--- config.mk ---
export PLATFORM = sky130hd
export DESIGN_NAME = lbc_interp
export DESIGN_NICKNAME = d
export VERILOG_FILES = /design/src/sv/liang_barsky_line_clipper_unit_assert.svh /design/src/sv/lbc_pkg.sv /design/src/sv/lbc_interp.sv
export SDC_FILE = /design/constraint.sdc
export NUM_CORES = 2
export LEC_CHECK = 0
export ABC_AREA = 0
export BUFFER_PORTS_ARGS = -buffer_cell sky130_fd_sc_hd__buf_2
export CAP_MARGIN = 5
export CORE_UTILIZATION = 45
export DETAILED_ROUTE_END_ITERATION = 7
export GPL_ROUTABILITY_DRIVEN = 0
export GPL_TIMING_DRIVEN = 0
export PLACE_DENSITY_LB_ADDON = 0.1
export SYNTH_ARGS = -nofsm -noshare
export SYNTH_HDL_FRONTEND = slang
export SYNTH_SLANG_ARGS = --single-unit
--- constraint.sdc ---
create_clock -name clk -period 4.9 [get_ports clk]
set_clock_uncertainty 0.2 [all_clocks]
set_input_delay 0.735 -clock clk [delete_from_list [all_inputs] [get_ports clk]]
set_output_delay 0.735 -clock clk [all_outputs]
set_load 0.03 [all_outputs]
--- src/sv/liang_barsky_line_clipper_unit_assert.svh ---
`ifndef LIANG_BARSKY_LINE_CLIPPER_UNIT_ASSERT_SVH
`define LIANG_BARSKY_LINE_CLIPPER_UNIT_ASSERT_SVH

// Same-cycle implication, sampled on clk, off during reset.
`define LBC_ASSERT_IMP(lbl, ante, cons, msg) \
    lbl: assert property (@(posedge clk) disable iff (!rst_n) (ante) |-> (cons)) \
        else $error(msg);

// Implication after a fixed number of cycles.
`define LBC_ASSERT_LAT(lbl, ante, n, cons, msg) \
    lbl: assert property (@(posedge clk) disable iff (!rst_n) (ante) |-> ##n (cons)) \
        else $error(msg);

`endif

--- src/sv/lbc_pkg.sv ---
`timescale 1ns / 1ps
`default_nettype none

package lbc_pkg;

    localparam int COORD_W   = 24;
    localparam int WIN_W     = 16;
    localparam int CFG_IDX_W = 4;

    localparam int COORD_FRAC_BITS_DEF = 8;
    localparam int PARAM_FRAC_BITS_DEF = 16;

    localparam logic signed [WIN_W-1:0] WIN_LEFT_RST   = 16'sd0;
    localparam logic signed [WIN_W-1:0] WIN_BOTTOM_RST = 16'sd0;
    localparam logic signed [WIN_W-1:0] WIN_RIGHT_RST  = 16'sd255;
    localparam logic signed [WIN_W-1:0] WIN_TOP_RST    = 16'sd255;

    typedef enum logic [CFG_IDX_W-1:0] {
        REG_WIN_LEFT   = 4'd0,
        REG_WIN_BOTTOM = 4'd1,
        REG_WIN_RIGHT  = 4'd2,
        REG_WIN_TOP    = 4'd3
    } cfg_reg_t;

    typedef struct packed {
        logic signed [COORD_W-1:0] start_x;
        logic signed [COORD_W-1:0] start_y;
        logic signed [COORD_W-1:0] end_x;
        logic signed [COORD_W-1:0] end_y;
    } seg_in_t;

    typedef struct packed {
        logic                      visible;
        logic signed [COORD_W-1:0] clip_start_x;
        logic signed [COORD_W-1:0] clip_start_y;
        logic signed [COORD_W-1:0] clip_end_x;
        logic signed [COORD_W-1:0] clip_end_y;
    } seg_out_t;

    typedef struct packed {
        logic signed [COORD_W-1:0] sx;
        logic signed [COORD_W-1:0] sy;
        logic signed [COORD_W:0]   dx;
        logic signed [COORD_W:0]   dy;
    } seg_geom_t;

    typedef struct packed {
        logic parallel;
        logic q_neg;
        logic p_neg;
        logic r_neg;
    } edge_flag_t;

    function automatic int q_width(input int cfb);
        int sw;
        sw = (WIN_W + cfb > COORD_W) ? WIN_W + cfb : COORD_W;
        return sw + 1;
    endfunction

    function automatic int div_width(input int cfb);
        int qw;
        qw = q_width(cfb);
        return ((qw > COORD_W + 3) ? qw : COORD_W + 3) + 1;
    endfunction

endpackage

`default_nettype wire

--- src/sv/lbc_interp.sv ---
`timescale 1ns / 1ps
`default_nettype none

module lbc_interp #(
    parameter int PARAM_FRAC_BITS = lbc_pkg::PARAM_FRAC_BITS_DEF
) (
    input  logic                     clk,
    input  logic                     rst_n,
    input  logic                     in_valid,
    input  lbc_pkg::seg_geom_t       geom,
    input  logic                     ok,
    input  logic [PARAM_FRAC_BITS:0] u0,
    input  logic [PARAM_FRAC_BITS:0] u1,
    output logic                     done,
    output lbc_pkg::seg_out_t        result
);

    localparam int CW  = lbc_pkg::COORD_W;
    localparam int UW  = PARAM_FRAC_BITS + 1;
    localparam int PRW = CW + 1 + UW + 1;
    localparam logic signed [PRW-1:0] Half = PRW'(1) <<< (PARAM_FRAC_BITS - 1);

    logic signed [PRW-1:0] su0;
    logic signed [PRW-1:0] su1;
    logic signed [PRW-1:0] prod_next [4];

    logic                  v1_reg;
    logic                  ok1_reg;
    logic signed [CW-1:0]  sx_reg;
    logic signed [CW-1:0]  sy_reg;
    logic signed [PRW-1:0] prod_reg [4];

    lbc_pkg::seg_out_t     res_next;
    lbc_pkg::seg_out_t     res_reg;
    logic                  done_reg;

    assign su0 = PRW'(signed'({1'b0, u0}));
    assign su1 = PRW'(signed'({1'b0, u1}));

    always_comb
    begin
        prod_next[0] = PRW'(geom.dx) * su0;
        prod_next[1] = PRW'(geom.dy) * su0;
        prod_next[2] = PRW'(geom.dx) * su1;
        prod_next[3] = PRW'(geom.dy) * su1;
    end

    always_comb
    begin
        logic signed [PRW-1:0] pt [4];
        for (int i = 0; i < 4; i++)
            pt[i] = ((prod_reg[i] + Half) >>> PARAM_FRAC_BITS)
                  + PRW'(((i % 2) == 0) ? sx_reg : sy_reg);
        res_next.visible      = ok1_reg;
        res_next.clip_start_x = ok1_reg ? CW'(pt[0]) : '0;
        res_next.clip_start_y = ok1_reg ? CW'(pt[1]) : '0;
        res_next.clip_end_x   = ok1_reg ? CW'(pt[2]) : '0;
        res_next.clip_end_y   = ok1_reg ? CW'(pt[3]) : '0;
    end

    always_ff @(posedge clk or negedge rst_n)
    begin
        if (!rst_n)
        begin
            v1_reg   <= 1'b0;
            done_reg <= 1'b0;
        end
        else
        begin
            v1_reg   <= in_valid;
            done_reg <= v1_reg;
        end
    end

    always_ff @(posedge clk)
    begin
        ok1_reg  <= ok;
        sx_reg   <= geom.sx;
        sy_reg   <= geom.sy;
        prod_reg <= prod_next;
        res_reg  <= res_next;
    end

    assign done   = done_reg;
    assign result = res_reg;

endmodule

`default_nettype wire

## Word-level counts from Yosys, hierarchy flattened

Index checks and enable logic that the tools add are counted.
W data, S select, Z words.

| storage, ports and cells | value |
|---|---|
| flip-flop bits (word level) | 308 |
| latch bits | 0 |
| bits in writable memories | 0 |
| memory bits (read-only) | 0 |
| bits of input ports | 136 |
| output and inout bits | 98 |
| word-level logic and storage cells | 26 |
| memories kept | 0 |

| operators by class | value |
|---|---|
| $add $sub $neg | 8 |
| $mul | 4 |
| divide/modulo/power cells | 0 |
| magnitude comparators | 0 |
| equality and inequality tests | 0 |
| shift-type cells | 0 |
| muxes and demuxes | 0 |
| bitwise operators | 0 |
| reduce and logical (&&, ||, !) cells | 0 |

Operators with widths:

| operator | count |
|---|---|
| $add A40 B17 Y40 const B | 4 |
| $mul A25 B18 Y40 | 4 |
| $add A24 B24 Y24 | 4 |

## Logic depth before layout (Yosys ltp)

| logic depth | value |
|---|---|
| depth in word-level cells | 2 |
| gate-level depth with buffers | 26 |
| gate-level depth less buffers | 24 |

## Least setup slack after synthesis

Ideal clock, no wire load.

| path | value |
|---|---|
| path type | input to register |
| start | input port u0[9] |
| end | register prod_reg[118] (netlist bit) |
| library setup time | 62 ps |
| arrival | 6,546 ps |
| data required time | 4,638 ps |
| slack | -1,908 ps |
| cell stages on the path | 24 |
| path buffers | 2 |
| cell sequence | clkbuf_1 clkbuf_1 nand2_1 fa_1 inv_1 fa_1 inv_1 fa_1 inv_1 fa_1 fa_1 inv_1 fa_1 inv_1 ha_1 a21o_1 a21o_1 a21oi_2 nor2b_1 o21ai_2 a31oi_1 o41a_1 a2111o_1 nand3_1 |

RTL lines:

| what | line | RTL |
|---|---|---|
| start: declaration | lbc_interp.sv:12 | `input logic [PARAM_FRAC_BITS:0] u0,` |
| end signal: assignment | lbc_interp.sv:80 | `prod_reg <= prod_next;` |
| end: declaration | lbc_interp.sv:31 | `logic signed [PRW-1:0] prod_reg [4];` |

==> impl_metrics.toml <==
[cts]
clock_sink_count = 248
cts-htree-levels = 1
number_of_buffers_inserted_during_clock_tree_synthesis = 22
clock_tree.buffer_depth = 3
tritoncts_clock_tree = "built"
clock_tree.root_cell = "sky130_fd_sc_hd__clkbuf_16"
path_clk_slew_ps = 80
clk-insertion-delay-late_ps = 550

[sta]
finalSetupViolations = 100
grt_setup_unrepaired = "yes"
layout_setup_ws_ps = -1940
timing_worst_slew_pin_value_ps = 1000
achievable-frequency_mhz = 146
slew-limit-headroom_pct = 33.4
finalWorstPathRequiredPeriod_ps = 6840
hold_violations = 0
final.setup.tns_ps = -132360
min_period_over_period_pct = 140
timing.final.max_slew_violations = 0

[floorplanning]
die_area_um2 = 152000
row_count = 142
die_h_um = 390
die-width_um = 390
io_pins = 234
design.core.area_um2 = 150000
start_util_pct = 45.3

[synthesis]
postSynth.asyncResetShare_pct = 0.806
postSynthRegisterBits = 248
number_of_enable_flip_flop_cells_after_synthesis = 0
synth_top_area_cell = "sky130_fd_sc_hd__fa_1"
ys_dominant_reg_cell = "sky130_fd_sc_hd__dfxtp_1"
synth.most_common_cell = "sky130_fd_sc_hd__inv_1"
seq_area_frac_synth_pct = 7.34
net_count_of_the_mapped_netlist = 9749
yosysWarningCount = 0
synth.top_cells.by_area = "sky130_fd_sc_hd__fa_1, sky130_fd_sc_hd__inv_1, sky130_fd_sc_hd__ha_1, sky130_fd_sc_hd__and2_1, sky130_fd_sc_hd__dfxtp_1"
yosys.cell_types.count = 76
synth.cells.most_frequent = "sky130_fd_sc_hd__inv_1, sky130_fd_sc_hd__fa_1, sky130_fd_sc_hd__nand2_1"
summed_instance_area_of_the_synthesized_netlist_um2 = 67700
synth.top_cell.area_share_pct = 46.7
synthesis.area_per_instance_um2 = 8.96
synthCells = 7561

[placement]
placement.io_buffers = 204
numPlacedInstances = 9781
post-dp-hpwl_um = 201000

[setup_path]
crit_fanout = 4
arrival_ps = 7060
timing.reg2reg.worst_path_depth = 17
crit-reg2reg-capture = "result[95]$_SDFF_PN0_"
worstSetupStartpointType = "primary input"
reg2reg_setup_slack_ps = 460
rr_startpoint = "prod_reg[144]$_DFF_P_"
setup.worst_path.class = "in2reg"
cp-end-kind = "flop"
timing.critical_path.required_ps = 5120

[global_route]
grt_first_pass_wirelength_um = 356000
global_route.peak_usage_layer = "met2"
global_route.usage.met3_pct = 8.29
antenna_found_initial = 30
final_global_route_overflow_total = 0
grt_start_max_net_pins = 19
groute.layer.met2.usage_pct = 48.7
gr-usage-all-layers_pct = 32.1
number_of_global_route_vias_before_repair = 54800
met1_usage_pct = 44.3

[cells_and_area]
final.fill_count = 14000
layout.core_utilization_pct = 53.0
final_net_count = 10100
multi_input_comb_area_um2 = 57300
syn_to_layout_area_delta_pct = 17.0
drive_above_1_share_pct = 14.8
largest_register_ff_count = 100
final-instance-count-excl-fill = 10000
ff_latch_area_um2 = 4970

[run_status]
status = "complete, but fails checks"
violated_checks = "setup timing"

[drt]
drc_errors = 0
dr.pass1.iters = 6
wl_per_cell_um = 23.9
route.final.wire_length_um = 239000
drt-vias-per-instance = 5.22
ant_nets = 0
iter_0_drt_violations = 4432
routed-via-count = 52200

[hold_path]
holdCritPathClass = "in2reg"
hold_path_depth = 1
timing.hold.worst_endpoint = "sy_reg[3]$_DFF_P_"
worst_hold_startpoint = "geom[53]"

[job]
max_cap_violations = 0
==> placed cells by master, fill, tap and decap left out, types with 55 or more instances in the layout <==
cell type                      n
sky130_fd_sc_hd__inv_1      1828
sky130_fd_sc_hd__fa_1       1523
sky130_fd_sc_hd__nand2_1     992
sky130_fd_sc_hd__and2_1      737
sky130_fd_sc_hd__ha_1        426
sky130_fd_sc_hd__dfxtp_1     246
sky130_fd_sc_hd__xnor2_1     179
sky130_fd_sc_hd__buf_2       173
sky130_fd_sc_hd__nor2_1      156
sky130_fd_sc_hd__buf_4       123
sky130_fd_sc_hd__clkbuf_2     98
sky130_fd_sc_hd__clkbuf_16    83
sky130_fd_sc_hd__a21oi_1      82
sky130_fd_sc_hd__xor2_1       77
sky130_fd_sc_hd__buf_6        74
sky130_fd_sc_hd__nand3_1      73
sky130_fd_sc_hd__clkbuf_4     67
sky130_fd_sc_hd__clkbuf_8     65
sky130_fd_sc_hd__and2_4       60
sky130_fd_sc_hd__fa_2         57
sky130_fd_sc_hd__a21o_1       55
==> routing by layer <==
layer / wire [um] / vias up
met2: 102000 / 2413
met1: 99600 / 26500
met4: 10600 / 20
met5: 116 / -
met3: 26800 / 437
li1: - / 22800
==> layout make-up <==
| class | instances | area share, % |
|---|---|---|
| antenna | 12 | 0.0379 |
| buffer | 341 | 4.65 |
| clock buffer | 30 | 0.835 |
| clock inverter | 10 | 0.235 |
| inverter | 1870 | 8.87 |
| multi-input combinational | 5098 | 72.3 |
| sequential | 248 | 6.28 |
| tap | 2016 | 3.18 |
| timing repair buffer | 375 | 3.66 |
==> critical path, stage by stage <==
cell	delay [ps]
sky130_fd_sc_hd__buf_12	110
sky130_fd_sc_hd__clkbuf_16	150
sky130_fd_sc_hd__and2_4	140
sky130_fd_sc_hd__fa_1	560
sky130_fd_sc_hd__inv_2	50
sky130_fd_sc_hd__fa_1	490
sky130_fd_sc_hd__fa_1	510
sky130_fd_sc_hd__inv_2	40
sky130_fd_sc_hd__fa_1	490
sky130_fd_sc_hd__fa_1	530
sky130_fd_sc_hd__inv_2	40
sky130_fd_sc_hd__fa_1	520
sky130_fd_sc_hd__inv_2	50
sky130_fd_sc_hd__ha_4	250
sky130_fd_sc_hd__a2111oi_4	410
sky130_fd_sc_hd__o2111ai_2	210
sky130_fd_sc_hd__a211oi_4	320
sky130_fd_sc_hd__a211oi_4	90
sky130_fd_sc_hd__o31ai_4	200
sky130_fd_sc_hd__buf_6	150
sky130_fd_sc_hd__o21ai_4	100
sky130_fd_sc_hd__buf_6	150
sky130_fd_sc_hd__buf_6	110
sky130_fd_sc_hd__a31o_4	240
sky130_fd_sc_hd__a21oi_4	200
sky130_fd_sc_hd__xnor2_4	190
==> what timing repair did <==
action | 4_1_cts | 5_1_grt
hold buffers | 1 | 0
gates cloned | 0 | 1
buffers inserted | 116 | 64
hold endpoints to repair | 2 | 0
resized for setup | 787 | 210
endpoints found under the setup margin | 100 | 100
pin swaps | 151 | 158
==> cells by family after synthesis <==
kind of cell | Yosys count | synth area share [%]
AOI/OAI and AO/OA | 434 | 4.31
xor gates and xnor gates | 299 | 3.87
adders and majority gates | 2052 | 55.4
buffers and inverters | 2215 | 12.3
DFF | 248 | 7.34
muxes | 6 | 0.0905
and+or+nand+nor | 2307 | 16.7
==> per-stage QoR <==
stage / cell area [um^2] / hold WS (ps) / worst slack [ps]
finish: 79300 / 88.7 / -1940
global route: 79200 / 69.8 / -2060
CTS: 78100 / 51.9 / -1930
detailed placement: 72900 / 136 / -3870
global placement: 72900 / 144 / -4170
floorplan: 69300 / 131 / -1420
==> worst max path at each step <==
stage / from / end / slack [ps]
2_1_floorplan: u1[9] / prod_reg[39]$_DFF_P_ / -1420
3_3_place_gp: u1[15] / prod_reg[39]$_DFF_P_ / -4170
3_5_place_dp: u1[15] / prod_reg[38]$_DFF_P_ / -3870
4_1_cts: geom[40] / prod_reg[82]$_DFF_P_ / -1930
5_1_grt: geom[8] / prod_reg[39]$_DFF_P_ / -2060
6_report: geom[40] / prod_reg[78]$_DFF_P_ / -1940
Power is left out: the tool's default activity adds up to more than one toggle a clock period on the data nets, which glitch-free logic cannot reach.
