[src/sv/liang_barsky_line_clipper_unit_assert.svh]
`ifndef LIANG_BARSKY_LINE_CLIPPER_UNIT_ASSERT_SVH
`define LIANG_BARSKY_LINE_CLIPPER_UNIT_ASSERT_SVH

// Same-cycle implication, sampled on clk, off during reset.
`define LBC_ASSERT_IMP(lbl, ante, cons, msg) \
    lbl: assert property (@(posedge clk) disable iff (!rst_n) (ante) |-> (cons)) \
        else $error(msg);

// Implication after a fixed number of cycles.
`define LBC_ASSERT_LAT(lbl, ante, n, cons, msg) \
    lbl: assert property (@(posedge clk) disable iff (!rst_n) (ante) |-> ##n (cons)) \
        else $error(msg);

`endif

[src/sv/lbc_pkg.sv]
`timescale 1ns / 1ps
`default_nettype none

package lbc_pkg;

    localparam int COORD_W   = 24;
    localparam int WIN_W     = 16;
    localparam int CFG_IDX_W = 4;

    localparam int COORD_FRAC_BITS_DEF = 8;
    localparam int PARAM_FRAC_BITS_DEF = 16;

    localparam logic signed [WIN_W-1:0] WIN_LEFT_RST   = 16'sd0;
    localparam logic signed [WIN_W-1:0] WIN_BOTTOM_RST = 16'sd0;
    localparam logic signed [WIN_W-1:0] WIN_RIGHT_RST  = 16'sd255;
    localparam logic signed [WIN_W-1:0] WIN_TOP_RST    = 16'sd255;

    typedef enum logic [CFG_IDX_W-1:0] {
        REG_WIN_LEFT   = 4'd0,
        REG_WIN_BOTTOM = 4'd1,
        REG_WIN_RIGHT  = 4'd2,
        REG_WIN_TOP    = 4'd3
    } cfg_reg_t;

    typedef struct packed {
        logic signed [COORD_W-1:0] start_x;
        logic signed [COORD_W-1:0] start_y;
        logic signed [COORD_W-1:0] end_x;
        logic signed [COORD_W-1:0] end_y;
    } seg_in_t;

    typedef struct packed {
        logic                      visible;
        logic signed [COORD_W-1:0] clip_start_x;
        logic signed [COORD_W-1:0] clip_start_y;
        logic signed [COORD_W-1:0] clip_end_x;
        logic signed [COORD_W-1:0] clip_end_y;
    } seg_out_t;

    typedef struct packed {
        logic signed [COORD_W-1:0] sx;
        logic signed [COORD_W-1:0] sy;
        logic signed [COORD_W:0]   dx;
        logic signed [COORD_W:0]   dy;
    } seg_geom_t;

    typedef struct packed {
        logic parallel;
        logic q_neg;
        logic p_neg;
        logic r_neg;
    } edge_flag_t;

    function automatic int q_width(input int cfb);
        int sw;
        sw = (WIN_W + cfb > COORD_W) ? WIN_W + cfb : COORD_W;
        return sw + 1;
    endfunction

    function automatic int div_width(input int cfb);
        int qw;
        qw = q_width(cfb);
        return ((qw > COORD_W + 3) ? qw : COORD_W + 3) + 1;
    endfunction

endpackage

`default_nettype wire

[src/sv/lbc_div_lane.sv]
`timescale 1ns / 1ps
`default_nettype none

module lbc_div_lane #(
    parameter int COORD_FRAC_BITS = lbc_pkg::COORD_FRAC_BITS_DEF,
    parameter int PARAM_FRAC_BITS = lbc_pkg::PARAM_FRAC_BITS_DEF
) (
    input  logic                                          clk,
    input  logic [lbc_pkg::q_width(COORD_FRAC_BITS)-1:0]  aq,
    input  logic [lbc_pkg::COORD_W:0]                     ap,
    output logic [PARAM_FRAC_BITS+1:0]                    mag,
    output logic                                          sat
);

    localparam int DW  = lbc_pkg::div_width(COORD_FRAC_BITS);
    localparam int NST = PARAM_FRAC_BITS + 2;

    logic [DW-1:0]  num_x;
    logic [DW-1:0]  den_x;
    logic           top_bit;

    logic [DW-1:0]  rem_reg [NST];
    logic [DW-1:0]  den_reg [NST];
    logic [NST-1:0] quo_reg [NST];
    logic           sat_reg [NST];

    assign num_x   = DW'(aq);
    assign den_x   = DW'(ap);
    assign top_bit = (num_x >= (den_x << 1));

    // leading step weighs twice the divisor
    always_ff @(posedge clk)
    begin
        sat_reg[0] <= (num_x >= (den_x << 2));
        rem_reg[0] <= top_bit ? num_x - (den_x << 1) : num_x;
        den_reg[0] <= den_x;
        quo_reg[0] <= {top_bit, {(NST-1){1'b0}}};
    end

    for (genvar k = 1; k < NST; k++)
    begin : g_step
        logic          fit;
        logic [DW-1:0] diff;

        assign fit  = (rem_reg[k-1] >= den_reg[k-1]);
        assign diff = rem_reg[k-1] - den_reg[k-1];

        always_ff @(posedge clk)
        begin
            rem_reg[k] <= (fit ? diff : rem_reg[k-1]) << 1;
            den_reg[k] <= den_reg[k-1];
            sat_reg[k] <= sat_reg[k-1];
            quo_reg[k] <= quo_reg[k-1] | (NST'(fit) << (NST - 1 - k));
        end
    end

    assign mag = quo_reg[NST-1];
    assign sat = sat_reg[NST-1];

endmodule

`default_nettype wire

[config.mk]
export PLATFORM = sky130hd
export DESIGN_NAME = lbc_div_lane
export DESIGN_NICKNAME = d
export VERILOG_FILES = /design/src/sv/liang_barsky_line_clipper_unit_assert.svh /design/src/sv/lbc_pkg.sv /design/src/sv/lbc_div_lane.sv
export SDC_FILE = /design/constraint.sdc
export NUM_CORES = 2
export LEC_CHECK = 0
export BUFFER_PORTS_ARGS = -buffer_cell sky130_fd_sc_hd__buf_4
export CAP_MARGIN = 15
export CORE_MARGIN = 5
export CORE_UTILIZATION = 56
export DETAILED_ROUTE_END_ITERATION = 10
export GPL_ROUTABILITY_DRIVEN = 0
export PLACE_DENSITY_LB_ADDON = 0.2
export SYNTH_ARGS = -nofsm -noshare
export SYNTH_HDL_FRONTEND = slang
export SYNTH_SLANG_ARGS = --single-unit
[constraint.sdc]
create_clock -name clk -period 11.5 [get_ports clk]
set_clock_uncertainty 0.1 [all_clocks]
set_input_delay 2.3 -clock clk [delete_from_list [all_inputs] [get_ports clk]]
set_output_delay 2.3 -clock clk [all_outputs]
set_load 0.005 [all_outputs]
# Yosys cells after proc, flatten, opt, wreduce, memory -nomap -nowiden
# Memories as Yosys holds them, arrays and structs flattened.
# Index checks and enable logic that the tools add are counted.
[totals]
ramBits = 1350
regBits = 0
out_inout_bits = 19
inputBits = 51
memories = 4
mem_bits_ro = 0
latch_bits = 0
[op_classes]
div = 0
reduce_logical = 0
n_lt_le_gt_ge = 19
muxes = 18
n_bitwise = 17
mul = 0
addsub = 18
n_shift = 0
eq_ne = 0
[memory_table]
columns = ["name", "depth", "word_bits", "read_ports", "rd_clocked_by_memory_dff", "write_ports", "line", "text"]
rows = [
  ["den_reg", 18, 28, 17, 0, 18, "lbc_div_lane.sv:23", "logic [DW-1:0] den_reg [NST];"],
  ["rem_reg", 18, 28, 17, 0, 18, "lbc_div_lane.sv:22", "logic [DW-1:0] rem_reg [NST];"],
  ["quo_reg", 18, 18, 18, 0, 18, "lbc_div_lane.sv:24", "logic [NST-1:0] quo_reg [NST];"],
  ["sat_reg", 18, 1, 18, 0, 18, "lbc_div_lane.sv:25", "logic sat_reg [NST];"],
]
[ops]
columns = ["cell", "n"]
rows = [
  ["28-bit greater-or-equal comparator", 17],
  ["27-bit 2-to-1 mux", 17],
  ["27-bit subtractor", 17],
  ["28-bit 2-to-1 mux", 1],
  ["25-bit by 27-bit greater-or-equal comparator with 1-bit output", 1],
  ["25-bit by 26-bit subtractor with 27-bit output", 1],
  ["25-bit by 26-bit greater-or-equal comparator with 1-bit output", 1],
  ["18-bit by 1-bit OR with 18-bit output", 1],
  ["18-bit by 10-bit OR with 18-bit output", 1],
  ["18-bit by 11-bit OR with 18-bit output", 1],
  ["18-bit by 12-bit OR with 18-bit output", 1],
  ["18-bit by 13-bit OR with 18-bit output", 1],
  ["18-bit by 14-bit OR with 18-bit output", 1],
  ["18-bit by 15-bit OR with 18-bit output", 1],
  ["18-bit by 16-bit OR with 18-bit output", 1],
  ["18-bit by 17-bit OR with 18-bit output", 1],
  ["18-bit by 2-bit OR with 18-bit output", 1],
  ["18-bit by 3-bit OR with 18-bit output", 1],
  ["18-bit by 4-bit OR with 18-bit output", 1],
  ["18-bit by 5-bit OR with 18-bit output", 1],
  ["18-bit by 6-bit OR with 18-bit output", 1],
  ["18-bit by 7-bit OR with 18-bit output", 1],
  ["18-bit by 8-bit OR with 18-bit output", 1],
  ["18-bit by 9-bit OR with 18-bit output", 1],
]

# Logic depth before layout (Yosys ltp)
# An unclocked memory read counts as a cell.
[logic_depth]
word_depth = 3
mapped_depth = 14

# Worst setup path before layout
# OpenSTA, ideal clock, no wires.
[synth_path]
kind = "input -> register"
start = "input aq[1] in the netlist's numbering"
end = "memory rem_reg[0][10] in the netlist's numbering"
slack_ns = 5.856
setup_ns = 0.121
cell_stages = 14
arrival_time_ns = 5.423
t_required_ns = 11.279
path_cell_list = "inv_1 -> ha_1 -> inv_1 -> fa_1 -> a21o_1 -> a21oi_1 -> o21a_1 -> o32ai_1 -> o211ai_1 -> a21oi_1 -> a21o_1 -> a41oi_1 -> clkbuf_1 -> mux2_2"
[synth_rtl]
columns = ["item", "line", "text"]
rows = [
  ["start: declaration", "lbc_div_lane.sv:9", "input logic [lbc_pkg::q_width(COORD_FRAC_BITS)-1:0] aq,"],
  ["end: declaration", "lbc_div_lane.sv:22", ""],
]

==> impl_metrics.json <==
{
  "arrival_ps": 5600,
  "max_freq_ghz": 0.195,
  "crit_type": "in2reg",
  "wl_mm": 112,
  "fillers": 7475,
  "ir_drop_mv": 0.169,
  "multi_input_area_sq_um": 26500,
  "largest_register_ffs": 459,
  "ys_warn_count": 0,
  "setup-violations-final": 0,
  "drive_above_1_share": 0.0863,
  "synth-edff-count": 0,
  "cts-htree-levels": 3,
  "total_power_mw": 17.4,
  "crit_chain": "buf_4, inv_1, ha_1, inv_1, fa_1, a21o_1, a21oi_1, o21a_1, o32ai_1, o211ai_1, a21oi_1, a21o_1, a41oi_2, buf_4, mux2_2",
  "grtUsageTotal": 0.229,
  "critPathLaunchType": "input port",
  "fp.dieArea_sq_um": 96300,
  "synth_nets": 5987,
  "grt_pass1_vias": 37688,
  "cp.required_ps": 11970,
  "cts.repair.resized": 0,
  "ys.flop_type": "dfxtp_1",
  "r2r_slack_ps": 6960,
  "p_clk_frac": 0.210,
  "grt_overflow_total": 0,
  "ys_ff_latch": 1073,
  "syn_to_final_growth_pct": 11.1,
  "io_pins": 70,
  "coreArea_sq_um": 89700,
  "syn_inst": 5448,
  "seqCellArea_sq_um": 21500,
  "die_h_microns": 310,
  "dp_hpwl_mm": 86.9,
  "ys_types": 80,
  "drc": 0,
  "setup_ws_ps": 6370,
  "cts_setup_buffers": 0,
  "cts_hold_buf": 0,
  "layout_min_cycle_time_ps": 5130,
  "post-route-period-util": 0.446,
  "path_clk_slew_ps": 60,
  "switching_share": 0.378,
  "cts-root-buf": "clkbuf_16",
  "clock_path_buffers": 3,
  "grt_max_degree": 50,
  "power-per-cell-area_nw_per_um2": 311,
  "cp_max_fo": 26,
  "die_x_microns": 310,
  "tightest_slew_ps": 1210,
  "port_buffers": 69,
  "r2r_end": "rem_reg[13][2]",
  "hold_path_end": "quo_reg[8][10]",
  "status": "complete, no violations",
  "cp_slowest_cell": "fa_1",
  "maxSlewHeadroom": 0.186,
  "ys_seq_area_frac": 0.425,
  "p_leak_nw": 26.2,
  "async_reset_ff_frac": 0,
  "rsz0062_at_grt": "false",
  "avgRoutedWirePerCell_microns": 16.4,
  "antenna_found_initial": 2,
  "p_int_mw": 10.8,
  "drt_iter0_drc": 2197,
  "comb_power_share": 0.473,
  "insertedDiodeCount": 0,
  "whs_path_depth": 0,
  "drv_cap": 0,
  "clk_latency_ps": 700,
  "power_frac_seq": 0.316,
  "r2r_start": "den_reg[12][0]",
  "core.rowCount": 110,
  "syn_avg_cell_area_sq_um": 9.27,
  "finalHoldViolCount": 0,
  "vias": 38000,
  "fin_setup_tns_ps": 0,
  "slowest_delay_ps": 410,
  "rr_worst_depth": 12,
  "grt_pass1_wl_mm": 183,
  "syn_area_sq_um": 50500,
  "nets": 6077,
  "switching_power_mw": 6.59,
  "clock-sinks": 1073,
  "finalMaxSlewViolations": 0,
  "dpl_worst_slack_ps": 5730,
  "endpoint_kind": "flop",
  "hold_path.class": "reg2reg",
  "start_util": 0.563,
  "viasPerCell": 5.58,
  "drtAntennaViolNets": 0,
  "firstDrtPassIters": 8,
  "numCtsBuffers": 112,
  "hp-start": "quo_reg[7][10]",
  "cts_tree": "yes"
}
==> through the flow <==
| stage | utilization | cell area [sq um] | cells | hold slack (ps) |
|---|---|---|---|---|
| CTS | 0.625 | 56100 | 6806 | 218 |
| finish | 0.625 | 56100 | 6806 | 214 |
| floorplan | - | 50500 | 5448 | 210 |
| global route | 0.625 | 56100 | 6806 | 220 |
| global placement | 0.582 | 52300 | 6600 | 210 |
| detailed placement | 0.582 | 52300 | 6600 | 212 |
==> per-layer routing <==
metal / vias to the layer above / track usage / share of wire
li1: 19114 / - / -
met1: 17741 / 0.247 / 0.40
met2: 844 / 0.440 / 0.52
met3: 301 / 0.0325 / 0.036
met4: 0 / 0.106 / 0.049
met5: - / 0 / 0
==> power by group through the flow <==
stage / combinational, mW / clock [mW] / sequential [mW]
after floorplan: 6.52 / 0 / 5.36
after global placement: 7.98 / 0 / 5.56
after detailed placement: 8.14 / 0 / 5.58
after CTS: 8.21 / 3.76 / 5.51
after global routing: 9.20 / 3.92 / 5.62
final: 8.25 / 3.67 / 5.51
==> how the worst max path moves through the flow <==
stage,start,to,cells past startpoint
after floorplan,aq[1],rem_reg[0][10],14
after global placement,aq[1],rem_reg[0][3],15
after detailed placement,aq[1],rem_reg[0][12],15
after CTS,aq[1],rem_reg[0][12],15
after global routing,aq[1],rem_reg[0][8],15
final,aq[1],rem_reg[0][12],15
==> layout by cell type (no fill, tap or decap), types with 12 or more instances in the layout <==
| cell type | instances |
|---|---|
| a2111oi_0 | 14 |
| a211oi_1 | 40 |
| a21boi_0 | 20 |
| a21o_1 | 250 |
| a21oi_1 | 444 |
| a221oi_1 | 13 |
| a31o_2 | 12 |
| a31oi_1 | 50 |
| and2_1 | 26 |
| and3_1 | 64 |
| buf_4 | 88 |
| clkbuf_1 | 29 |
| clkbuf_16 | 112 |
| clkbuf_8 | 24 |
| clkinv_2 | 17 |
| dfxtp_1 | 1073 |
| fa_1 | 17 |
| ha_1 | 471 |
| inv_1 | 567 |
| mux2_2 | 120 |
| mux2_4 | 26 |
| nand2_1 | 372 |
| nand2b_1 | 56 |
| nand3_1 | 81 |
| nand4_1 | 67 |
| nor2_1 | 302 |
| nor2b_1 | 54 |
| nor3_1 | 49 |
| nor4_1 | 23 |
| o211ai_1 | 31 |
| o21a_1 | 53 |
| o21ai_0 | 379 |
| o21bai_1 | 45 |
| o31a_1 | 13 |
| o31ai_1 | 27 |
| or2_2 | 21 |
| or3_1 | 13 |
| xnor2_1 | 223 |
| xor2_1 | 154 |
==> kinds of logic (layout without fill, tap and decap cells) <==
family / after synthesis / count (layout) / share of synthesized area
AOI/OAI and AO/OA: 1515 / 1515 / 0.190
and+or+nand+nor: 1158 / 1158 / 0.108
DFF: 1073 / 1073 / 0.425
buffers and inverters: 680 / 862 / 0.0516
adders and majority gates: 488 / 488 / 0.123
xor gates and xnor gates: 377 / 377 / 0.0654
muxes: 157 / 157 / 0.0367
==> cells in the mapped netlist (45+ instances only) <==
cell	number	area [sq um]
dfxtp_1	1073	21500
inv_1	567	2130
ha_1	471	5890
a21oi_1	447	2240
o21ai_0	379	1900
nand2_1	372	1400
nor2_1	302	1130
a21o_1	250	1880
xnor2_1	223	1950
xor2_1	154	1350
mux2_2	120	1350
clkbuf_1	87	327
nand3_1	81	405
nand4_1	67	419
and3_1	64	400
nand2b_1	56	350
nor2b_1	54	338
a31oi_1	53	332
o21a_1	53	398
nor3_1	49	245
o21bai_1	45	338
==> final cells by class <==
type	count	area share
Timing Repair Buffer	88	0.0118
Clock inverter	41	0.0108
Multi-Input combinational cell	3695	0.473
Inverter	568	0.0380
Clock buffer	165	0.0578
Sequential cell	1073	0.383
Tap cell	1176	0.0262
==> critical path, delay by kind of cell <==
| family | cells | cell delay (ps) |
|---|---|---|
| compound gates | 8 | 1710 |
| buf+inv | 4 | 610 |
| fa+ha+maj | 2 | 590 |
| mux | 1 | 380 |
Note: power is estimated with default switching activity, not from simulation.
