### src/sv/liang_barsky_line_clipper_unit_assert.svh
`ifndef LIANG_BARSKY_LINE_CLIPPER_UNIT_ASSERT_SVH
`define LIANG_BARSKY_LINE_CLIPPER_UNIT_ASSERT_SVH

// Same-cycle implication, sampled on clk, off during reset.
`define LBC_ASSERT_IMP(lbl, ante, cons, msg) \
    lbl: assert property (@(posedge clk) disable iff (!rst_n) (ante) |-> (cons)) \
        else $error(msg);

// Implication after a fixed number of cycles.
`define LBC_ASSERT_LAT(lbl, ante, n, cons, msg) \
    lbl: assert property (@(posedge clk) disable iff (!rst_n) (ante) |-> ##n (cons)) \
        else $error(msg);

`endif

### src/sv/lbc_pkg.sv
`timescale 1ns / 1ps
`default_nettype none

package lbc_pkg;

    localparam int COORD_W   = 24;
    localparam int WIN_W     = 16;
    localparam int CFG_IDX_W = 4;

    localparam int COORD_FRAC_BITS_DEF = 8;
    localparam int PARAM_FRAC_BITS_DEF = 16;

    localparam logic signed [WIN_W-1:0] WIN_LEFT_RST   = 16'sd0;
    localparam logic signed [WIN_W-1:0] WIN_BOTTOM_RST = 16'sd0;
    localparam logic signed [WIN_W-1:0] WIN_RIGHT_RST  = 16'sd255;
    localparam logic signed [WIN_W-1:0] WIN_TOP_RST    = 16'sd255;

    typedef enum logic [CFG_IDX_W-1:0] {
        REG_WIN_LEFT   = 4'd0,
        REG_WIN_BOTTOM = 4'd1,
        REG_WIN_RIGHT  = 4'd2,
        REG_WIN_TOP    = 4'd3
    } cfg_reg_t;

    typedef struct packed {
        logic signed [COORD_W-1:0] start_x;
        logic signed [COORD_W-1:0] start_y;
        logic signed [COORD_W-1:0] end_x;
        logic signed [COORD_W-1:0] end_y;
    } seg_in_t;

    typedef struct packed {
        logic                      visible;
        logic signed [COORD_W-1:0] clip_start_x;
        logic signed [COORD_W-1:0] clip_start_y;
        logic signed [COORD_W-1:0] clip_end_x;
        logic signed [COORD_W-1:0] clip_end_y;
    } seg_out_t;

    typedef struct packed {
        logic signed [COORD_W-1:0] sx;
        logic signed [COORD_W-1:0] sy;
        logic signed [COORD_W:0]   dx;
        logic signed [COORD_W:0]   dy;
    } seg_geom_t;

    typedef struct packed {
        logic parallel;
        logic q_neg;
        logic p_neg;
        logic r_neg;
    } edge_flag_t;

    function automatic int q_width(input int cfb);
        int sw;
        sw = (WIN_W + cfb > COORD_W) ? WIN_W + cfb : COORD_W;
        return sw + 1;
    endfunction

    function automatic int div_width(input int cfb);
        int qw;
        qw = q_width(cfb);
        return ((qw > COORD_W + 3) ? qw : COORD_W + 3) + 1;
    endfunction

endpackage

`default_nettype wire

### src/sv/lbc_param_select.sv
`timescale 1ns / 1ps
`default_nettype none

module lbc_param_select #(
    parameter int PARAM_FRAC_BITS = lbc_pkg::PARAM_FRAC_BITS_DEF
) (
    input  logic                         clk,
    input  logic                         rst_n,
    input  logic                         in_valid,
    input  lbc_pkg::seg_geom_t           geom_in,
    input  logic [PARAM_FRAC_BITS+1:0]   mag [4],
    input  logic                         sat [4],
    input  lbc_pkg::edge_flag_t          flags [4],
    output logic                         out_valid,
    output lbc_pkg::seg_geom_t           geom_out,
    output logic                         ok,
    output logic [PARAM_FRAC_BITS:0]     u0,
    output logic [PARAM_FRAC_BITS:0]     u1
);

    localparam int MW = PARAM_FRAC_BITS + 2;
    localparam int RW = PARAM_FRAC_BITS + 3;
    localparam int UW = PARAM_FRAC_BITS + 1;

    logic                 ok_next;
    logic signed [RW-1:0] u0_next;
    logic signed [RW-1:0] u1_next;

    logic                 vld_reg;
    lbc_pkg::seg_geom_t   geom_reg;
    logic                 ok_reg;
    logic [UW-1:0]        u0_reg;
    logic [UW-1:0]        u1_reg;

    always_comb
    begin
        logic signed [RW-1:0] r;
        ok_next = 1'b1;
        u0_next = '0;
        u1_next = RW'(1) <<< PARAM_FRAC_BITS;
        for (int i = 0; i < 4; i++)
        begin
            if (flags[i].r_neg && (mag[i] != '0))
                r = '1;
            else if (sat[i])
                r = RW'({MW{1'b1}});
            else
                r = RW'(mag[i]);

            if (flags[i].parallel)
            begin
                if (flags[i].q_neg)
                    ok_next = 1'b0;
            end
            else if (flags[i].p_neg)
            begin
                if (r > u1_next)
                    ok_next = 1'b0;
                else if (r > u0_next)
                    u0_next = r;
            end
            else
            begin
                if (r < u0_next)
                    ok_next = 1'b0;
                else if (r < u1_next)
                    u1_next = r;
            end
        end
        if (u0_next > u1_next)
            ok_next = 1'b0;
    end

    always_ff @(posedge clk or negedge rst_n)
    begin
        if (!rst_n)
            vld_reg <= 1'b0;
        else
            vld_reg <= in_valid;
    end

    always_ff @(posedge clk)
    begin
        geom_reg <= geom_in;
        ok_reg   <= ok_next;
        u0_reg   <= UW'(u0_next);
        u1_reg   <= UW'(u1_next);
    end

    assign out_valid = vld_reg;
    assign geom_out  = geom_reg;
    assign ok        = ok_reg;
    assign u0        = u0_reg;
    assign u1        = u1_reg;

endmodule

`default_nettype wire

### config.mk
export PLATFORM = sky130hd
export DESIGN_NAME = lbc_param_select
export DESIGN_NICKNAME = d
export VERILOG_FILES = /design/src/sv/liang_barsky_line_clipper_unit_assert.svh /design/src/sv/lbc_pkg.sv /design/src/sv/lbc_param_select.sv
export SDC_FILE = /design/constraint.sdc
export NUM_CORES = 1
export LEC_CHECK = 0
export BUFFER_PORTS_ARGS = -buffer_cell sky130_fd_sc_hd__buf_2
export CELL_PAD_IN_SITES_DETAIL_PLACEMENT = 0
export CELL_PAD_IN_SITES_GLOBAL_PLACEMENT = 1
export CORE_MARGIN = 3
export CORE_UTILIZATION = 25
export DETAILED_ROUTE_END_ITERATION = 10
export HOLD_SLACK_MARGIN = 0.06
export PLACE_DENSITY = 0.62
export SLEW_MARGIN = 20
export SYNTH_ARGS = -nofsm -noshare
export SYNTH_HDL_FRONTEND = slang
export SYNTH_SLANG_ARGS = --single-unit
### constraint.sdc
create_clock -name clk -period 0.8 [get_ports clk]
set_clock_uncertainty 0.2 [all_clocks]
set_input_delay 0.24 -clock clk [delete_from_list [all_inputs] [get_ports clk]]
set_output_delay 0.24 -clock clk [all_outputs]
set_load 0.02 [all_outputs]
Word level (Yosys, flattened, before mapping)

Index checks and enable logic that the tools add are counted.

Add/sub/neg operators: 0
Multipliers: 0
Div/mod/pow operators: 0
$lt $le $gt $ge: 17
Equality and inequality tests: 0
Shifts and indexed selects: 0
Mux-type cells: 60
Bitwise logic cells: 0
Reductions and logical operators: 8

Operators by type and width:

| kind                   | number |
|---|---|
| $mux W19               | 36 |
| $gt A19 B19 Y1         | 7 |
| $lt A19 B19 Y1         | 6 |
| $mux W18               | 4 |
| $reduce_bool A18 Y1    | 4 |
| $mux W1                | 20 |
| $gt A19 B1 Y1 const B  | 1 |
| $gt A19 B18 Y1 const B | 1 |
| $lt A19 B1 Y1 const B  | 1 |
| $lt A19 B18 Y1 const B | 1 |
| $logic_and A1 B1 Y1    | 4 |

Bits in registers: 134
Latch bits: 0
RAM bits: 0
ROM bits: 0
Output and inout port bits: 134
Memories: 0

Logic depth before layout (Yosys ltp)

Depth in word-level cells: 24
Gate-level depth with buffers: 51
Depth with buffers taken out: 46

Worst setup path after synthesis

Ideal clock, no wire load.

Path kind: input port to flip-flop
From: input mag[55] in the netlist's numbering
To: register ok_reg, in the netlist ok
Setup time: 0.078 ns
Data arrival time: 10.472 ns
Data required time: 0.522 ns
Path slack: -9.950 ns
Stages on the path: 47
Cells stage by stage: nor4_1 nand4_1 a2111oi_4 buf_6 nand2_1 ha_1 nor2b_1 o21a_1 o21a_1 o211ai_1 a31oi_1 nor2_1 nand2_1 a211o_1 ha_1 or4_1 o21ai_2 buf_2 [... 11 more ...] a211oi_1 o21ai_0 nor4_1 o21ai_0 nand3b_1 or3_1 buf_1 clkbuf_1 mux2_2 ha_1 a21o_1 a21o_1 a21oi_1 o21ai_0 a21o_1 a211oi_1 a21boi_0 nor3_1

Longest elaborated chain between the ends: 24
Elaborated cells on any way between the ends: 72

RTL lines:

| what                                             | RTL line                                       | RTL |
|---|---|---|
| from (decl)                                      | lbc_param_select.sv:11                         | `input logic [PARAM_FRAC_BITS+1:0] mag [4],` |
| $reduce_bool A18 Y1                              | lbc_param_select.sv:43                         | `if (flags[i].r_neg && (mag[i] != '0))` |
| $logic_and A1 B1 Y1                              | lbc_param_select.sv:43                         |  |
| $mux W19 (*)                                     | lbc_param_select.sv:43                         |  |
| $gt A19 B1 Y1 or $lt A19 B18 Y1 (tied branches)  | lbc_param_select.sv:59, lbc_param_select.sv:66 |  |
| $mux W19 (on tied branches)                      | lbc_param_select.sv:59, lbc_param_select.sv:66 |  |
| $mux W19 (on tied branches)                      | lbc_param_select.sv:57, lbc_param_select.sv:64 |  |
| $mux W19                                         | lbc_param_select.sv:55                         | `else if (flags[i].p_neg)` |
| $mux W19                                         | lbc_param_select.sv:50                         | `if (flags[i].parallel)` |
| [... 8 more ...]                                 | n/a                                            |  |
| $mux W19                                         | lbc_param_select.sv:55                         |  |
| $mux W19                                         | lbc_param_select.sv:50                         |  |
| $gt A19 B19 Y1 or $lt A19 B19 Y1 (tied branches) | lbc_param_select.sv:59, lbc_param_select.sv:66 |  |
| $mux W19 (on tied branches)                      | lbc_param_select.sv:59, lbc_param_select.sv:66 |  |
| $mux W19 (on tied branches)                      | lbc_param_select.sv:57, lbc_param_select.sv:64 |  |
| $mux W19                                         | lbc_param_select.sv:55                         |  |
| $mux W19                                         | lbc_param_select.sv:50                         |  |
| $gt A19 B19 Y1                                   | lbc_param_select.sv:70                         | `if (u0_next > u1_next)` |
| to (signal assigned)                             | lbc_param_select.sv:85                         | `ok_reg <= ok_next;` |
| to (decl)                                        | lbc_param_select.sv:31                         | `logic ok_reg;` |

Every way passes the cells marked *; elsewhere a longest branch is shown, timed or not.
A chain may end at the register's enable or synchronous reset.

Final worst setup path

From: input mag[63] in the netlist's numbering
To: register ok_reg, in the netlist ok

Longest elaborated chain between the ends: 24
Elaborated cells on any way between the ends: 72

RTL lines:

| what                | RTL line               | RTL |
|---|---|---|
| $reduce_bool A18 Y1 | lbc_param_select.sv:43 |  |
| $logic_and A1 B1 Y1 | lbc_param_select.sv:43 |  |
| $mux W19 (*)        | lbc_param_select.sv:43 |  |
| $gt A19 B1 Y1       | lbc_param_select.sv:59 | `else if (r > u0_next)` |
| $mux W19            | lbc_param_select.sv:59 |  |
| $mux W19            | lbc_param_select.sv:57 | `if (r > u1_next)` |
| $mux W19            | lbc_param_select.sv:55 |  |
| $mux W19            | lbc_param_select.sv:50 |  |
| [... 9 more ...]    | n/a                    |  |
| $mux W19            | lbc_param_select.sv:50 |  |
| $gt A19 B19 Y1      | lbc_param_select.sv:59 |  |
| $mux W19            | lbc_param_select.sv:59 |  |
| $mux W19            | lbc_param_select.sv:57 |  |
| $mux W19            | lbc_param_select.sv:55 |  |
| $mux W19 (*)        | lbc_param_select.sv:50 |  |
| net u0_next[1]      | lbc_param_select.sv:26 | `logic signed [RW-1:0] u0_next;` |
| $gt A19 B19 Y1 (*)  | lbc_param_select.sv:70 |  |

The timed path passes the listed nets; every way through them passes the cells marked *.

==> flow_metrics.tcl <==
set metrics [dict create \
    final_hold_viol_count 12 \
    rows 66 \
    path_class "primary input to flop" \
    drv_slew 0 \
    cpMostUsedCell "buf_6" \
    initial_core_util_pct 25.53 \
    detail_route.wl_per_cell_um 18.17 \
    grt_pass1_vias 11020 \
    grt_pass1_wl_um 61220 \
    drive_above_1_share_pct 67.92 \
    synth_edf_count 0 \
    cp-end-kind "flop" \
    cp_slowest_cell "or4_4" \
    antenna_found_initial 2 \
    num_vias 10543 \
    yosys_warnings 0 \
    pwr-share-seq_pct 30.1 \
    num-nets-final 2152 \
    die_y_um 188.8 \
    critPathArrivalTime_ns 10.08 \
    die_area_sq_um 35630 \
    setup_viol 190 \
    period_needed_ns 9.936 \
    dp.cells 2044 \
    path_max_fanout 7 \
    fp.dieW_um 188.8 \
    fin_cells 2283 \
    switching_power_mw 7.824 \
    fin_hold_ws_ns -0.1994 \
    cap_violations 0 \
    fmax_mhz 100.6 \
    synth_top_cell_by_area "dfxtp_1" \
    numCtsBuffers 17 \
    drc_errors 0 \
    setup_slack_ns -9.136 \
    largest_reg_flops 98 \
    ys_types 65 \
    final_core_util_pct 57.73 \
    p_int_mw 17.03 \
    rsz0062_at_grt "true" \
    worstPathRequired_ns 0.94 \
    holdBufCountCts 99 \
    power_density_nw_per_um2 1317 \
    cts_tree "yes" \
    async_flop_share_pct 0.7463 \
    start_kind "primary input" \
    io_buffers 326 \
    globalplace.congestion 0.9190 \
    drt_iter0_drc 368 \
    postSynthAreaPerCell_sq_um 9.205 \
    cts_buffer_depth 2 \
    grt_max_degree 17 \
    core_area_sq_um 32700 \
    hpwl_um 31430 \
    status "finished with violations" \
    gr-usage-all-layers_pct 22.04 \
    wirelength_um 41480 \
    clkSlewWorstSetupHoldPaths_ns 0.07 \
    clockRootBuffer "clkbuf_16" \
    pwr-share-comb_pct 38.3 \
    synthTopCellsByCount "dfxtp_1, ha_1, nor2_1" \
    ys_top_cells_by_area "dfxtp_1, ha_1, mux2_2" \
    tightest_slew_ns 0.4969 \
    grt_remaining_overflow 0 \
    synth_top_area_share_pct 31.89 \
    worst_path_largest_cell_delay_ns 0.53 \
    total_leakage_power_nw 8.639 \
    sw_frac_of_total_pct 31.48 \
    violations "negative hold slack, negative setup slack" \
    clock-sinks 134 \
    vdd_drop_max_uv 1507 \
    syn_inst 907 \
    power_frac_clock_pct 31.6 \
    min_path_type "primary input to flop" \
    synth_ff_type "dfxtp_1" \
    timing.slew.headroom_pct 66.57 \
    antenna_left 0 \
    ios 327 \
    fin_crit_sh_pct 1242 \
    drtPass1Iterations 5 \
    synth-seq-cells 134 \
    syn2layout_area_growth_pct 126.1 \
    syn_area_sq_um 8349 \
    via_per_inst 4.618 \
    h-tree-depth 4 \
    synth_seq_area_share_pct 32.19 \
]
==> kinds of logic after synthesis <==
family	share of synthesized area, %
buffers and inverters	4.286
multiplexers	12.86
other	0.04491
AND/OR/NAND/NOR	15.08
adder cells (fa/ha/maj)	19.93
flip-flops	32.19
AO/OA/AOI/OAI	15.51
XOR/XNOR	0.1049
==> metal layers <==
metal / up-vias / wire [um] / track usage (%)
li1: 5167 / - / -
met1: 4947 / 17260 / 25.96
met2: 351 / 20830 / 40.18
met3: 76 / 1930 / 3.200
met4: 2 / 1450 / 8.622
met5: - / 9 / 0
==> worst max-delay path: cells and delay by family <==
kind | cells | cell delay [ns]
compound gates | 21 | 3.89
simple gates | 13 | 2.35
buf+inv | 12 | 1.63
fa+ha+maj | 5 | 1.26
mux | 2 | 0.69
==> final timing paths <==
kind / startpoint / end / slack [ns] / cells past startpoint
setup / recovery: mag[63] / ok / -9.14 / 53
hold / removal: in_valid / out_valid / -0.20 / 1
max in group asynchronous: rst_n / out_valid / 0.36 / 2
min in group asynchronous: rst_n / out_valid / -0.04 / 2
==> layout by cell type (no fill, tap or decap), types with 8 or more instances in the layout <==
master,n
mux2i_1,9
ha_1,91
buf_6,209
a21o_1,25
nor3_1,11
nor4_4,8
clkbuf_16,18
buf_2,180
buf_4,415
nor4_1,9
o21ai_0,36
buf_12,11
nor2_4,16
a21oi_4,15
mux2_4,43
dfxtp_2,131
o21ai_1,10
inv_1,60
o21a_1,11
ha_4,39
nand3_1,11
nand2_1,43
a21oi_1,27
nor2_1,61
dlymetal6s4s_1,10
nand4_1,19
nand3b_1,8
a21oi_2,14
mux2_2,34
dlygate4sd3_1,89
==> layout make-up <==
cell class                      instances  area (sq um)
Multi-Input combinational cell        685          6879
Tap cell                              442         553.0
Fill cell                            2707         13820
Clock inverter                         15         177.7
Timing Repair Buffer                  922          7736
Clock buffer                           17         425.4
Sequential cell                       134          2855
Antenna cell                            2         5.005
Inverter                               66         247.7
==> power by group through the flow <==
stage,Sequential (mW),Clock [mW],Combinational [mW]
global route,7.53,8.29,10.1
global placement,7.50,0,6.72
detailed placement,7.51,0,6.78
finish,7.49,7.86,9.51
CTS,7.48,8.01,8.88
floorplan,8.15,0,2.65
==> timing repair <==
| action | in CTS | in global routing |
|---|---|---|
| gates cloned | 3 | 1 |
| gates resized for setup | 493 | 97 |
| setup buffers | 78 | 39 |
| endpoints found under the hold margin | 101 | 12 |
| endpoints found under the setup margin | 169 | 184 |
| pin swaps | 49 | 15 |
==> stage by stage <==
stage               worst slack [ns]  hold slack, ns  instance area (sq um)  setup TNS, ns  power [mW]
finish                        -9.136         -0.1994                  18880        -339.36       24.86
detailed placement            -10.16         -0.1843                  14030        -313.49       14.30
global placement              -10.01         -0.1858                  14030        -310.07       14.22
global route                  -9.570         -0.2204                  18880        -355.13       25.94
CTS                           -8.840         -0.2181                  18270        -333.69       24.37
floorplan                     -8.687         -0.2556                   9112        -255.17       10.80
Power figures use the tool's default switching activity.
